## src/sv/q931_pkg.sv

```systemverilog
// shared types, constants and helper functions of the q.931 message parser
package q931_pkg;

    localparam int MAX_MSG_BYTES = 1024;
    localparam int OFF_W         = $clog2(MAX_MSG_BYTES) + 1;
    localparam int FIELD_W       = 10;
    localparam int EXTRA_SLOTS   = 8;
    localparam int SLOT_W        = (EXTRA_SLOTS > 1) ? $clog2(EXTRA_SLOTS) : 1;
    localparam int IE_POSITIONS  = 34;
    localparam int POS_W         = 6;
    localparam int QUEUE_DEPTH   = 4;
    localparam int CNT_W         = $clog2(QUEUE_DEPTH + 1);

    // octet codes
    localparam logic [3:0]  SHIFT_HI      = 4'h9;
    localparam logic [3:0]  CONGESTION_HI = 4'hB;
    localparam logic [7:0]  OCT_MORE      = 8'hA0;
    localparam logic [7:0]  OCT_COMPLETE  = 8'hA1;
    localparam logic [7:0]  COMP_LIMIT    = 8'h10;
    localparam logic [7:0]  MAX_REF_LEN   = 8'd2;
    localparam logic [15:0] REF_FLAG      = 16'h8000;
    localparam logic [15:0] REF_FLAG_MASK = 16'h807F;

    typedef enum logic [2:0] {
        PH_PD, PH_CRLEN, PH_CREF, PH_TYPE, PH_IE, PH_IELEN, PH_BODY, PH_DROP
    } phase_t;

    typedef enum logic [1:0] {
        KIND_VAR, KIND_REGION, KIND_SUMMARY, KIND_SINGLE
    } kind_t;

    typedef enum logic [2:0] {
        STAT_OK, STAT_UNKNOWN_IE, STAT_UNKNOWN_COMP, STAT_BAD_REF_LEN,
        STAT_LENGTH, STAT_SLOT_OVERFLOW
    } status_t;

    typedef enum logic [1:0] {
        CRK_DUMMY, CRK_GLOBAL, CRK_ORDINARY
    } crk_t;

    typedef struct packed {
        kind_t               kind;
        logic [7:0]          ie_code;
        logic [POS_W-1:0]    index;
        logic                repeated;
        logic [FIELD_W-1:0]  offset;
        logic [FIELD_W-1:0]  length;
        logic [7:0]          message_type;
        logic [15:0]         call_ref;
        crk_t                call_ref_kind;
        status_t             status;
        logic                last_result;
    } rec_t;

    // up to two records per byte, in order
    typedef struct packed {
        logic v0;
        logic v1;
        rec_t r0;
        rec_t r1;
    } rec_pair_t;

    typedef struct packed {
        logic             hit;
        logic             comp;
        logic [POS_W-1:0] pos;
    } lk_t;

    localparam logic [7:0] POS_CODES [IE_POSITIONS] = '{
        8'h04, 8'h08, 8'h10, 8'h14, 8'h18, 8'h1c, 8'h1e, 8'h20,
        8'h27, 8'h28, 8'h29, 8'h2c, 8'h34, 8'h40, 8'h42, 8'h43,
        8'h44, 8'h45, 8'h46, 8'h47, 8'h4a, 8'h4c, 8'h4d, 8'h6c,
        8'h6d, 8'h70, 8'h71, 8'h74, 8'h76, 8'h78, 8'h79, 8'h7c,
        8'h7d, 8'h7e
    };

    // position table lookup; codes are unique so at most one compare hits
    function automatic lk_t pos_lookup(input logic [7:0] ie);
        lk_t r;
        r = '0;
        for (int i = 0; i < IE_POSITIONS; i++)
        begin
            if (POS_CODES[i] == ie)
            begin
                r.hit = 1'b1;
                r.pos = POS_W'(i);
            end
        end
        if (!r.hit && ie != 8'd0 && ie < COMP_LIMIT)
        begin
            r.comp = 1'b1;
        end
        return r;
    endfunction

    function automatic rec_t make_rec(
        input kind_t              k,
        input logic [7:0]         ie,
        input logic [POS_W-1:0]   idx,
        input logic               rep,
        input logic [FIELD_W-1:0] off,
        input logic [FIELD_W-1:0] len
    );
        rec_t r;
        r          = '0;
        r.kind     = k;
        r.ie_code  = ie;
        r.index    = idx;
        r.repeated = rep;
        r.offset   = off;
        r.length   = len;
        return r;
    endfunction

endpackage

```

## src/sv/q931_byte_if.sv

```systemverilog
// byte channel: one message byte per transaction
interface q931_byte_if;
    logic       valid;
    logic       ready;
    logic [7:0] data_byte;
    logic       last_byte;

    modport source (output valid, output data_byte, output last_byte, input ready);
    modport sink   (input valid, input data_byte, input last_byte, output ready);
endinterface

```

## src/sv/q931_rec_if.sv

```systemverilog
// record channel: one parse record per transaction
interface q931_rec_if;
    import q931_pkg::*;

    logic               valid;
    logic               ready;
    logic [1:0]         kind;
    logic [7:0]         ie_code;
    logic [POS_W-1:0]   index;
    logic               repeated;
    logic [FIELD_W-1:0] offset;
    logic [FIELD_W-1:0] length;
    logic [7:0]         message_type;
    logic [15:0]        call_ref;
    logic [1:0]         call_ref_kind;
    logic [2:0]         status;
    logic               last_result;

    modport source (
        output valid, output kind, output ie_code, output index, output repeated,
        output offset, output length, output message_type, output call_ref,
        output call_ref_kind, output status, output last_result,
        input ready
    );
    modport sink (
        input valid, input kind, input ie_code, input index, input repeated,
        input offset, input length, input message_type, input call_ref,
        input call_ref_kind, input status, input last_result,
        output ready
    );
endinterface

```

## src/sv/q931_message_parser.sv

```systemverilog
// top level of the q.931 message parser
//
// The parser takes a q.931 message one byte per transaction on msg_bytes
// (last_byte marks the final byte) and reports on records: one record per
// placed variable element (first occurrences by table position, repeats in
// one of eight extra slots), per recognised single-octet element in codeset
// 0, and per shifted codeset region, then a summary record with message
// type, call reference, reference kind and status that closes the message.
// Every byte is parsed in the cycle it is accepted: a byte can be taken in
// every clock cycle, and a byte yields at most two records. Records leave
// through a four-entry queue, one per transaction; the input stalls only
// while more than two records wait there, so with the record side always
// ready the rate is one byte per cycle while at most two records wait. The
// first record of a byte appears on the output in the cycle after the byte
// at the earliest; the second record of a pair, or a record queued behind
// others, comes later. After a fatal error the rest of the message is
// consumed without records until its summary. No clearing pass after reset.
module q931_message_parser (
    input  logic        clk,
    input  logic        rst_n,
    q931_byte_if.sink   msg_bytes,
    q931_rec_if.source  records
);
    import q931_pkg::*;

    logic      space;
    logic      accept;
    rec_pair_t pair;

    // byte transaction completes when the queue can hold two more records
    assign msg_bytes.ready = space;
    assign accept          = msg_bytes.valid && space;

    // parser state and per-byte logic
    q931_step u_step (
        .clk       (clk),
        .rst_n     (rst_n),
        .accept    (accept),
        .data_byte (msg_bytes.data_byte),
        .last_byte (msg_bytes.last_byte),
        .pair      (pair)
    );

    // record queue decouples the record side from the byte side
    q931_outq u_outq (
        .clk     (clk),
        .rst_n   (rst_n),
        .push    (accept),
        .pair    (pair),
        .space   (space),
        .records (records)
    );

endmodule

```

## src/sv/q931_step.sv

```systemverilog
// parser state registers and the per-byte next-state and record logic
module q931_step (
    input  logic                clk,
    input  logic                rst_n,
    input  logic                accept,
    input  logic [7:0]          data_byte,
    input  logic                last_byte,
    output q931_pkg::rec_pair_t pair
);
    import q931_pkg::*;

    typedef struct packed {
        phase_t              phase;
        logic [OFF_W-1:0]    byte_offset;
        logic [7:0]          remaining_count;
        logic [7:0]          current_element;
        logic [2:0]          active_codeset;
        logic [2:0]          locked_codeset;
        logic                open_region_valid;
        logic [SLOT_W-1:0]   open_region_slot;
        logic [OFF_W-1:0]    open_region_start;
        logic [7:0]          region_octet;
        logic [SLOT_W:0]     extra_slots_used;
        logic [IE_POSITIONS-1:0] seen_positions;
        logic [1:0]          soft_errors;
        status_t             fatal_status;
        logic [1:0]          ref_length;
        logic [15:0]         reference_value;
        logic [7:0]          type_octet;
        logic [7:0]          comprehension_element;
        logic [FIELD_W-1:0]  elem_len_offset;
        logic [7:0]          elem_length;
    } st_t;

    typedef struct packed {
        logic single;
        logic elem_first;
        logic elem_rep;
        logic close_shift;
        logic close_end;
        logic last_region;
        logic summary;
    } ev_t;

    localparam st_t ST_RESET = '0;

    st_t              st_reg;
    st_t              st_next;
    ev_t              ev;
    logic             do_complete;
    logic             do_end;
    lk_t              lk;
    logic [OFF_W-1:0] off;
    logic [7:0]       rem_dec;
    logic [15:0]      ref_shift;
    logic [2:0]       cs;
    logic             slot_full;
    logic             is_single;
    rec_t             cand [4];
    logic [3:0]       cand_v;
    logic [1:0]       n_found;

    function automatic st_t go_fatal(input st_t s, input status_t code);
        st_t r;
        r                   = s;
        r.fatal_status      = code;
        r.phase             = PH_DROP;
        r.open_region_valid = 1'b0;
        return r;
    endfunction

    assign off       = st_reg.byte_offset;
    assign lk        = pos_lookup(st_reg.current_element);
    assign rem_dec   = st_reg.remaining_count - 8'd1;
    assign ref_shift = {st_reg.reference_value[7:0], data_byte};
    assign cs        = data_byte[2:0];
    assign slot_full = st_reg.extra_slots_used >= (SLOT_W + 1)'(EXTRA_SLOTS);
    assign is_single = data_byte == OCT_MORE || data_byte == OCT_COMPLETE
                    || data_byte[7:4] == CONGESTION_HI;

    // next state and record events
    always_comb
    begin
        st_next     = st_reg;
        ev          = '0;
        do_complete = 1'b0;
        do_end      = 1'b0;

        if (st_reg.phase != PH_DROP && off >= OFF_W'(MAX_MSG_BYTES))
        begin
            st_next = go_fatal(st_next, STAT_LENGTH);
        end
        if (off < OFF_W'(MAX_MSG_BYTES))
        begin
            st_next.byte_offset = off + OFF_W'(1);
        end

        unique case (st_next.phase)
            PH_PD:
            begin
                st_next.phase = PH_CRLEN;
            end
            PH_CRLEN:
            begin
                if (data_byte > MAX_REF_LEN)
                begin
                    st_next = go_fatal(st_next, STAT_BAD_REF_LEN);
                end
                else
                begin
                    st_next.ref_length      = data_byte[1:0];
                    st_next.reference_value = '0;
                    st_next.remaining_count = data_byte;
                    st_next.phase = (data_byte == 8'd0) ? PH_TYPE : PH_CREF;
                end
            end
            PH_CREF:
            begin
                st_next.remaining_count = rem_dec;
                st_next.reference_value = ref_shift;
                if (rem_dec == 8'd0)
                begin
                    if (st_reg.ref_length == 2'd1 && ref_shift[7])
                    begin
                        st_next.reference_value = (ref_shift | REF_FLAG) & REF_FLAG_MASK;
                    end
                    st_next.phase = PH_TYPE;
                end
            end
            PH_TYPE:
            begin
                st_next.type_octet = data_byte;
                st_next.phase      = PH_IE;
            end
            PH_IE:
            begin
                st_next.current_element = data_byte;
                if (data_byte[7:4] == SHIFT_HI)
                begin
                    st_next.active_codeset = cs;
                    if (!data_byte[3])
                    begin
                        st_next.locked_codeset = cs;
                    end
                    if (st_reg.open_region_valid)
                    begin
                        ev.close_shift            = 1'b1;
                        st_next.open_region_valid = 1'b0;
                    end
                    if (cs != 3'd0)
                    begin
                        if (slot_full)
                        begin
                            st_next = go_fatal(st_next, STAT_SLOT_OVERFLOW);
                        end
                        else
                        begin
                            st_next.open_region_valid = 1'b1;
                            st_next.open_region_slot  = st_reg.extra_slots_used[SLOT_W-1:0];
                            st_next.open_region_start = off + OFF_W'(1);
                            st_next.region_octet      = data_byte;
                            st_next.extra_slots_used  =
                                st_reg.extra_slots_used + (SLOT_W + 1)'(1);
                        end
                    end
                end
                else if (data_byte[7])
                begin
                    if (st_reg.active_codeset == 3'd0)
                    begin
                        if (is_single)
                        begin
                            ev.single = 1'b1;
                        end
                        else
                        begin
                            st_next.soft_errors = st_next.soft_errors | 2'b01;
                        end
                    end
                    do_end = 1'b1;
                end
                else
                begin
                    st_next.phase = PH_IELEN;
                end
            end
            PH_IELEN:
            begin
                st_next.elem_len_offset = FIELD_W'(off);
                st_next.elem_length     = data_byte;
                st_next.remaining_count = data_byte;
                if (data_byte == 8'd0)
                begin
                    do_complete = 1'b1;
                end
                else
                begin
                    st_next.phase = PH_BODY;
                end
            end
            PH_BODY:
            begin
                st_next.remaining_count = rem_dec;
                if (rem_dec == 8'd0)
                begin
                    do_complete = 1'b1;
                end
            end
            PH_DROP:
            begin
            end
        endcase

        // variable element complete: place it through the position table
        if (do_complete)
        begin
            do_end = 1'b1;
            if (st_reg.active_codeset == 3'd0)
            begin
                if (lk.hit)
                begin
                    if (!st_reg.seen_positions[lk.pos])
                    begin
                        st_next.seen_positions[lk.pos] = 1'b1;
                        ev.elem_first = 1'b1;
                    end
                    else if (slot_full)
                    begin
                        st_next = go_fatal(st_next, STAT_SLOT_OVERFLOW);
                        do_end  = 1'b0;
                    end
                    else
                    begin
                        ev.elem_rep = 1'b1;
                        st_next.extra_slots_used =
                            st_reg.extra_slots_used + (SLOT_W + 1)'(1);
                    end
                end
                else if (lk.comp)
                begin
                    st_next.soft_errors           = st_next.soft_errors | 2'b11;
                    st_next.comprehension_element = st_reg.current_element;
                end
                else
                begin
                    st_next.soft_errors = st_next.soft_errors | 2'b01;
                end
            end
        end

        // end of element: non-locking region closes, codeset falls back
        if (do_end)
        begin
            if (st_reg.active_codeset != 3'd0
                && st_reg.active_codeset != st_reg.locked_codeset
                && st_reg.open_region_valid)
            begin
                ev.close_end              = 1'b1;
                st_next.open_region_valid = 1'b0;
            end
            st_next.active_codeset = st_reg.locked_codeset;
            st_next.phase          = PH_IE;
        end

        if (last_byte)
        begin
            if (st_next.phase != PH_DROP && st_next.phase != PH_IE)
            begin
                st_next = go_fatal(st_next, STAT_LENGTH);
            end
            if (st_next.phase == PH_IE && st_next.open_region_valid
                && st_next.open_region_start <= off)
            begin
                ev.last_region = 1'b1;
            end
            ev.summary = 1'b1;
        end
    end

    // candidate records in emission order, then the first two are taken
    always_comb
    begin
        cand[0] = '0;
        cand[1] = '0;
        cand[2] = '0;
        cand[3] = '0;
        pair    = '0;
        n_found = '0;

        priority if (ev.single)
        begin
            cand[0] = make_rec(KIND_SINGLE, data_byte, '0, 1'b0, FIELD_W'(off), '0);
        end
        else if (ev.elem_first)
        begin
            cand[0] = make_rec(KIND_VAR, st_reg.current_element, lk.pos, 1'b0,
                               st_next.elem_len_offset, FIELD_W'(st_next.elem_length));
        end
        else if (ev.elem_rep)
        begin
            cand[0] = make_rec(KIND_VAR, st_reg.current_element,
                               POS_W'(st_reg.extra_slots_used), 1'b1,
                               st_next.elem_len_offset, FIELD_W'(st_next.elem_length));
        end

        priority if (ev.close_shift)
        begin
            cand[1] = make_rec(KIND_REGION, st_reg.region_octet,
                               POS_W'(st_reg.open_region_slot), 1'b0,
                               FIELD_W'(st_reg.open_region_start),
                               FIELD_W'(off - st_reg.open_region_start));
        end
        else if (ev.close_end)
        begin
            cand[1] = make_rec(KIND_REGION, st_reg.region_octet,
                               POS_W'(st_reg.open_region_slot), 1'b0,
                               FIELD_W'(st_reg.open_region_start),
                               FIELD_W'(off + OFF_W'(1) - st_reg.open_region_start));
        end

        cand[2] = make_rec(KIND_REGION, st_next.region_octet,
                           POS_W'(st_next.open_region_slot), 1'b0,
                           FIELD_W'(st_next.open_region_start),
                           FIELD_W'(off + OFF_W'(1) - st_next.open_region_start));

        cand[3] = make_rec(KIND_SUMMARY, st_next.comprehension_element, '0, 1'b0, '0, '0);
        cand[3].message_type = st_next.type_octet;
        cand[3].call_ref     = st_next.reference_value;
        cand[3].last_result  = 1'b1;
        priority if (st_next.ref_length == 2'd0)
        begin
            cand[3].call_ref_kind = CRK_DUMMY;
        end
        else if (st_next.reference_value[14:0] == 15'd0)
        begin
            cand[3].call_ref_kind = CRK_GLOBAL;
        end
        else
        begin
            cand[3].call_ref_kind = CRK_ORDINARY;
        end
        priority if (st_next.fatal_status != STAT_OK)
        begin
            cand[3].status = st_next.fatal_status;
        end
        else if (st_next.soft_errors[1])
        begin
            cand[3].status = STAT_UNKNOWN_COMP;
        end
        else if (st_next.soft_errors[0])
        begin
            cand[3].status = STAT_UNKNOWN_IE;
        end
        else
        begin
            cand[3].status = STAT_OK;
        end

        cand_v = {ev.summary, ev.last_region, ev.close_shift | ev.close_end,
                  ev.single | ev.elem_first | ev.elem_rep};

        for (int i = 0; i < 4; i++)
        begin
            if (cand_v[i])
            begin
                if (n_found == 2'd0)
                begin
                    pair.v0 = 1'b1;
                    pair.r0 = cand[i];
                end
                else
                begin
                    pair.v1 = 1'b1;
                    pair.r1 = cand[i];
                end
                n_found = n_found + 2'd1;
            end
        end
    end

    // state returns to reset after the summary of each message
    always_ff @(posedge clk or negedge rst_n)
    begin
        if (!rst_n)
        begin
            st_reg <= ST_RESET;
        end
        else if (accept)
        begin
            st_reg <= last_byte ? ST_RESET : st_next;
        end
    end

endmodule

```

## src/sv/q931_outq.sv

```systemverilog
// record queue: takes up to two records per cycle, delivers one per transaction
module q931_outq (
    input  logic                clk,
    input  logic                rst_n,
    input  logic                push,
    input  q931_pkg::rec_pair_t pair,
    output logic                space,
    q931_rec_if.source          records
);
    import q931_pkg::*;

    rec_t             q_reg  [QUEUE_DEPTH];
    rec_t             q_next [QUEUE_DEPTH];
    logic [CNT_W-1:0] count_reg;
    logic [CNT_W-1:0] count_next;
    logic [CNT_W-1:0] base;
    logic [CNT_W-1:0] n_push;
    logic             pop;

    assign records.valid = count_reg != '0;
    assign pop           = records.valid && records.ready;
    assign space         = count_reg <= CNT_W'(QUEUE_DEPTH - 2);
    assign base          = count_reg - CNT_W'(pop);
    assign n_push        = push ? (CNT_W'(pair.v0) + CNT_W'(pair.v1)) : '0;
    assign count_next    = base + n_push;

    always_comb
    begin
        for (int i = 0; i < QUEUE_DEPTH; i++)
        begin
            q_next[i] = q_reg[i];
        end
        if (pop)
        begin
            for (int i = 0; i < QUEUE_DEPTH - 1; i++)
            begin
                q_next[i] = q_reg[i + 1];
            end
        end
        for (int i = 0; i < QUEUE_DEPTH; i++)
        begin
            if (push && pair.v0 && base == CNT_W'(i))
            begin
                q_next[i] = pair.r0;
            end
            if (push && pair.v1 && base + CNT_W'(1) == CNT_W'(i))
            begin
                q_next[i] = pair.r1;
            end
        end
    end

    always_ff @(posedge clk or negedge rst_n)
    begin
        if (!rst_n)
        begin
            count_reg <= '0;
        end
        else
        begin
            count_reg <= count_next;
        end
    end

    always_ff @(posedge clk)
    begin
        for (int i = 0; i < QUEUE_DEPTH; i++)
        begin
            q_reg[i] <= q_next[i];
        end
    end

    assign records.kind          = q_reg[0].kind;
    assign records.ie_code       = q_reg[0].ie_code;
    assign records.index         = q_reg[0].index;
    assign records.repeated      = q_reg[0].repeated;
    assign records.offset        = q_reg[0].offset;
    assign records.length        = q_reg[0].length;
    assign records.message_type  = q_reg[0].message_type;
    assign records.call_ref      = q_reg[0].call_ref;
    assign records.call_ref_kind = q_reg[0].call_ref_kind;
    assign records.status        = q_reg[0].status;
    assign records.last_result   = q_reg[0].last_result;

endmodule

```

## src/flat_wrapper.sv

```systemverilog
// flat-port wrapper written by rule: the top's interface ports become plain ports
module q931_message_parser_flat import q931_pkg::*;
  (clk, rst_n, msg_bytes_valid, msg_bytes_data_byte, msg_bytes_last_byte, msg_bytes_ready, records_valid, records_kind, records_ie_code, records_index, records_repeated, records_offset, records_length, records_message_type, records_call_ref, records_call_ref_kind, records_status, records_last_result, records_ready);
  q931_byte_if msg_bytes_i ();
  q931_rec_if records_i ();
  input  logic clk;
  input  logic rst_n;
  input wire logic [$bits(msg_bytes_i.valid)-1:0] msg_bytes_valid;
  input wire logic [$bits(msg_bytes_i.data_byte)-1:0] msg_bytes_data_byte;
  input wire logic [$bits(msg_bytes_i.last_byte)-1:0] msg_bytes_last_byte;
  output wire logic [$bits(msg_bytes_i.ready)-1:0] msg_bytes_ready;
  output wire logic [$bits(records_i.valid)-1:0] records_valid;
  output wire logic [$bits(records_i.kind)-1:0] records_kind;
  output wire logic [$bits(records_i.ie_code)-1:0] records_ie_code;
  output wire logic [$bits(records_i.index)-1:0] records_index;
  output wire logic [$bits(records_i.repeated)-1:0] records_repeated;
  output wire logic [$bits(records_i.offset)-1:0] records_offset;
  output wire logic [$bits(records_i.length)-1:0] records_length;
  output wire logic [$bits(records_i.message_type)-1:0] records_message_type;
  output wire logic [$bits(records_i.call_ref)-1:0] records_call_ref;
  output wire logic [$bits(records_i.call_ref_kind)-1:0] records_call_ref_kind;
  output wire logic [$bits(records_i.status)-1:0] records_status;
  output wire logic [$bits(records_i.last_result)-1:0] records_last_result;
  input wire logic [$bits(records_i.ready)-1:0] records_ready;
  assign msg_bytes_i.valid = msg_bytes_valid;
  assign msg_bytes_i.data_byte = msg_bytes_data_byte;
  assign msg_bytes_i.last_byte = msg_bytes_last_byte;
  assign msg_bytes_ready = msg_bytes_i.ready;
  assign records_valid = records_i.valid;
  assign records_kind = records_i.kind;
  assign records_ie_code = records_i.ie_code;
  assign records_index = records_i.index;
  assign records_repeated = records_i.repeated;
  assign records_offset = records_i.offset;
  assign records_length = records_i.length;
  assign records_message_type = records_i.message_type;
  assign records_call_ref = records_i.call_ref;
  assign records_call_ref_kind = records_i.call_ref_kind;
  assign records_status = records_i.status;
  assign records_last_result = records_i.last_result;
  assign records_i.ready = records_ready;
  q931_message_parser u_core (.clk(clk), .rst_n(rst_n), .msg_bytes(msg_bytes_i), .records(records_i));
endmodule
```

## config.mk

```make
export PLATFORM = sky130hd
export DESIGN_NAME = q931_message_parser_flat
export DESIGN_NICKNAME = d
export VERILOG_FILES = /design/src/sv/q931_pkg.sv /design/src/sv/q931_byte_if.sv /design/src/sv/q931_rec_if.sv /design/src/sv/q931_message_parser.sv /design/src/sv/q931_step.sv /design/src/sv/q931_outq.sv /design/src/flat_wrapper.sv
export SDC_FILE = /design/constraint.sdc
export NUM_CORES = 1
export LEC_CHECK = 0
export ABC_CLOCK_PERIOD_IN_PS = 12230
export BUFFER_PORTS_ARGS = -buffer_cell sky130_fd_sc_hd__buf_2
export CAP_MARGIN = 25
export CORE_ASPECT_RATIO = 0.5
export CORE_UTILIZATION = 53
export CTS_CLUSTER_DIAMETER = 100
export DETAILED_ROUTE_END_ITERATION = 16
export GPL_TIMING_DRIVEN = 0
export MAX_ROUTING_LAYER = met4
export PLACE_DENSITY_LB_ADDON = 0.12
export RECOVER_POWER = 25
export SLEW_MARGIN = 20
export SYNTH_ARGS = -nofsm -noshare
export SYNTH_HDL_FRONTEND = slang
export SYNTH_SLANG_ARGS = --single-unit
export TNS_END_PERCENT = 100
```

## constraint.sdc

```tcl
create_clock -name clk -period 12.23 [get_ports clk]
set_input_delay 0.6115 -clock clk [delete_from_list [all_inputs] [get_ports clk]]
set_output_delay 0.6115 -clock clk [all_outputs]
set_load 0.01 [all_outputs]
```

==> results_tabular.tex <==
\begin{tabular}{lr}
\hline
Metric & Value \\
\hline
\multicolumn{2}{l}{\textbf{Routing}} \\
\quad Number of nets with antenna violations after detailed routing & 0 \\
\quad Detailed-router iteration count before antenna repair & 6 \\
\quad Total vias in the final route & 20,343 \\
\quad Wire length after detailed routing & 81.6 mm \\
\quad Count of unresolved DRC violations after routing & 0 \\
\quad Iter 0 DRT Violations & 2,563 \\
\quad Vias per Instance & 6.67 \\
\quad Average wire per cell in the routed design & 26.7 microns \\
\multicolumn{2}{l}{\textbf{Hold path}} \\
\quad Min-Delay Path Class & reg2reg \\
\quad Hold path startpoint & u\_core.u\_outq.q\_reg[3][55]\$\_SDFFE\_PP0P\_ \\
\quad Hold path cells & 2 \\
\quad Worst Hold Path EP & u\_core.u\_outq.q\_reg[3][55]\$\_SDFFE\_PP0P\_ \\
\multicolumn{2}{l}{\textbf{Placed design}} \\
\quad RePlAce Congestion & 1.03 \\
\quad Placed Area & 24,700 sq um \\
\quad Worst-case setup slack after placement & 3.97 ns \\
\quad Placed wire-length estimate after detailed placement & 59.6 mm \\
\quad Port Buf Inserts & 80 \\
\multicolumn{2}{l}{\textbf{CTS}} \\
\quad Number of levels the H-tree was split into & 2 \\
\quad Maximum buffer depth of the clock tree & 3 \\
\quad Hold-fix buffers, CTS & 0 \\
\quad Setup fix buffers added after clock tree synthesis & 0 \\
\quad Clock Pin Slew Worst Setup and Hold Paths & 0.07 ns \\
\quad Sinks on the clock net & 425 \\
\quad PostCTS Resize Cnt & 0 \\
\quad CTS tree & done \\
\quad Root Buffer Master & clkbuf\_16 \\
\quad Number of buffers added by the clock tree synthesis step & 40 \\
\quad Latest clock arrival within the worst-skew pair & 0.59 ns \\
\multicolumn{2}{l}{\textbf{Layout}} \\
\quad Growth of design area from synthesis to finish & 11.1\% \\
\quad Final cell area excluding filler cells & 25,900 sq um \\
\quad Commonest non-fill, non-tap cell in the layout & edfxtp\_1 \\
\quad Layout cell share with drive strength beyond 1 & 0.0857 \\
\quad Utilization after layout & 0.607 \\
\quad Most used cells in the layout excluding fill and tap cells & edfxtp\_1, nand2\_1, clkbuf\_1 \\
\quad Area used by multi-input combinational logic & 10,500 sq um \\
\quad Layout fillers & 3,671 \\
\quad Sequential cell area & 11,800 sq um \\
\quad Flip-flop count of the largest register, all copies and words added & 268 \\
\quad Net count, final & 2,512 \\
\multicolumn{2}{l}{\textbf{Logic synthesis}} \\
\quad Average instance area after synthesis & 10.1 sq um \\
\quad Synth Warn \# & 0 \\
\quad Sequential cell area fraction in the yosys report & 0.507 \\
\quad Syn\_nets & 2,379 \\
\quad Flip-flop and latch count after synthesis & 425 \\
\quad Main synth FF type & edfxtp\_1 \\
\quad FFs w/ async S/R, synth & 0.369 \\
\quad Number of different library cells in the post-synthesis netlist & 108 \\
\quad Combined area of all synthesized cells & 23,300 sq um \\
\quad Post-synth EDFFs & 252 \\
\quad Gate Count Post-Synth & 2,310 \\
\multicolumn{2}{l}{\textbf{STA}} \\
\quad Transition time at the pin with the least slew margin & 5.17 ns \\
\quad Final hold violations & 0 \\
\quad \# setup viols final & 0 \\
\quad RSZ-0062 raised after global routing & false \\
\quad Post-route worst hold slack & 0.461 ns \\
\quad Rel. slew slack & -2.44 \\
\quad Achievable Freq & 114 MHz \\
\quad Final min period & 8.76 ns \\
\quad Clk\_skew & 0.0271 ns \\
\quad Count of pins over their slew limit & 160 \\
\quad Worst Slack Setup Final & 3.47 ns \\
\quad Period utilization & 0.716 \\
\multicolumn{2}{l}{\textbf{Power}} \\
\quad Leak pwr & 0.00994 uW \\
\quad Post-layout total power & 5790 uW \\
\quad Pwr/cell area & 224 nW/um\^{}2 \\
\quad Peak supply drop & 0.126 mV \\
\multicolumn{2}{l}{\textbf{Worst setup path}} \\
\quad Worst EP arrival & 9.21 ns \\
\quad Most numerous cell on the critical path & buf\_2 \\
\quad Worst Path Buf+Inv & 8 \\
\quad Required time of the critical path & 12.68 ns \\
\quad CP Capture Type & flop \\
\quad Setup CP Type & reg2reg \\
\quad CP max FO & 10 \\
\quad R2r worst-path depth & 28 \\
\quad Worst R2R Setup Slack & 3.47 ns \\
\quad Worst reg2reg path startpoint & u\_core.u\_step.st\_reg[127]\$\_DFFE\_PN0P\_ \\
\quad Cell type of the slowest stage on the worst timing path & clkbuf\_1 \\
\quad Launching instance or port of the critical path & u\_core.u\_step.st\_reg[127]\$\_DFFE\_PN0P\_ \\
\quad Reg-to-reg endpoint & u\_core.u\_outq.count\_reg[2]\$\_DFF\_PN0\_ \\
\quad Delay of the slowest cell on the worst path & 0.67 ns \\
\quad Dominant delay contributor by cell family on the critical path & compound AO/OA/AOI/OAI gates \\
\quad Category of the worst setup path launch point & flop \\
\multicolumn{2}{l}{\textbf{Outcome}} \\
\quad Outcome & complete, but fails checks \\
\quad Violations in the final reports & capacitance limit, slew limit \\
\multicolumn{2}{l}{\textbf{Floorplan}} \\
\quad Y dimension of the die & 150 microns \\
\quad Area of the core region & 42,600 sq um \\
\quad Number of primary I/O pins & 82 \\
\quad Horizontal extent of the die & 298 microns \\
\quad Initial cell density of the core & 0.546 \\
\quad Row count & 53 \\
\quad Die Area & 44,800 sq um \\
\multicolumn{2}{l}{\textbf{GRT}} \\
\quad Maximum number of pins on one net before global-route repair & 91 \\
\quad Number of global-route vias before repair & 18,729 \\
\quad GR Overflow Total & 0 \\
\quad Initial antenna violation count & 2 \\
\quad Total GRT Usage & 0.374 \\
\quad First-pass GRT wire length & 120 mm \\
\multicolumn{2}{l}{\textbf{Job}} \\
\quad Max capacitance violation total & 2 \\
\hline
\end{tabular}
## synth_stat cells, types with 11 or more instances
cell       instances  area share
ha_1              52       0.028
nor2b_1           24      0.0064
nand2_1          237       0.038
inv_1             82       0.013
clkbuf_1         104       0.017
nand3_1           99       0.021
o22ai_1           34      0.0091
edfxtp_1         252        0.32
o21ai_0          179       0.038
dfrtp_1          157        0.17
a21oi_1          104       0.022
mux2i_1           39       0.017
a211oi_1          23      0.0074
o211ai_1          24      0.0077
buf_1             14      0.0023
a21o_1            16      0.0052
a221o_1           11      0.0047
or3_1             13      0.0035
nand4_1           16      0.0043
o31ai_1           15      0.0048
nand2b_1          19      0.0051
nor2_1           174       0.028
and3_1            26      0.0070
xnor2_1           23      0.0087
dfxtp_1           16       0.014
nor3_1            40      0.0086
nor4_1            24      0.0064
a31oi_1           42       0.011
o2bb2ai_1         58       0.022
xor2_1            12      0.0045
a221oi_1          14      0.0053
buf_2             49       0.011
a22oi_1           58       0.019
a22o_1            44       0.017
and2_1            22      0.0059
## report_power, final
group          total (uW)  switching [uW]  internal, uW
logic                2390            1580           807
clock network        1290             591           694
registers            2110             193          1920
total                5790            2370          3420
## worst max-delay path by stage
| stage | end | slack (ns) | cells past startpoint |
|---|---|---|---|
| 6_report | u_core.u_outq.count_reg[2]$_DFF_PN0_ | 3.47 | 28 |
| 5_1_grt | u_core.u_step.st_reg[104]$_DFFE_PN0P_ | 2.93 | 2 |
| 4_1_cts | u_core.u_outq.count_reg[2]$_DFF_PN0_ | 3.90 | 28 |
| 2_1_floorplan | u_core.u_outq.q_reg[3][0]$_DFFE_PP_ | 2.90 | 22 |
| 3_5_place_dp | u_core.u_outq.count_reg[2]$_DFF_PN0_ | 3.97 | 25 |
| 3_3_place_gp | u_core.u_outq.q_reg[3][14]$_DFFE_PP_ | -1.36 | 23 |
## tightest hold or removal path, cell delays in order (launching register included)
cell and delay, ns:
dfxtp_1 0.31, nand2_1 0.05, a21oi_1 0.05
## routing by layer
layer  global-route usage  part of all wire  up-vias  routed length [microns]
met4                0.122             0.033        0                     2670
met5                    -                 0        -                        0
li1                     -                 -     8983                        -
met2                0.526              0.42     1182                    34200
met3                0.108              0.12      195                    10000
met1                0.518              0.42     9983                    34600
## final cells by class
type,instances,area share
buffer,179,0.0304
clock inverter,21,0.00842
tap,577,0.0279
clock buffer,51,0.0415
sequential,425,0.457
inverter,83,0.0120
multi-input combinational,1623,0.404
antenna,1,0.0000967
timing repair buffer,91,0.0187
## stage by stage
step	cells	TNS, ns
after floorplan	2310	0
after global placement	2967	-85.63
after detailed placement	2977	0
after CTS	3049	0
after global routing	3051	0
final	3051	0
## logic make-up after synthesis
group / count (synthesis) / share of synthesized area
buf+inv: 262 / 0.0471
mux: 47 / 0.0206
fa+ha+maj: 56 / 0.0314
xor+xnor: 35 / 0.0132
compound gates: 733 / 0.222
flops: 425 / 0.507
simple gates: 752 / 0.158
No activity file was read; power rests on OpenSTA's default activity.
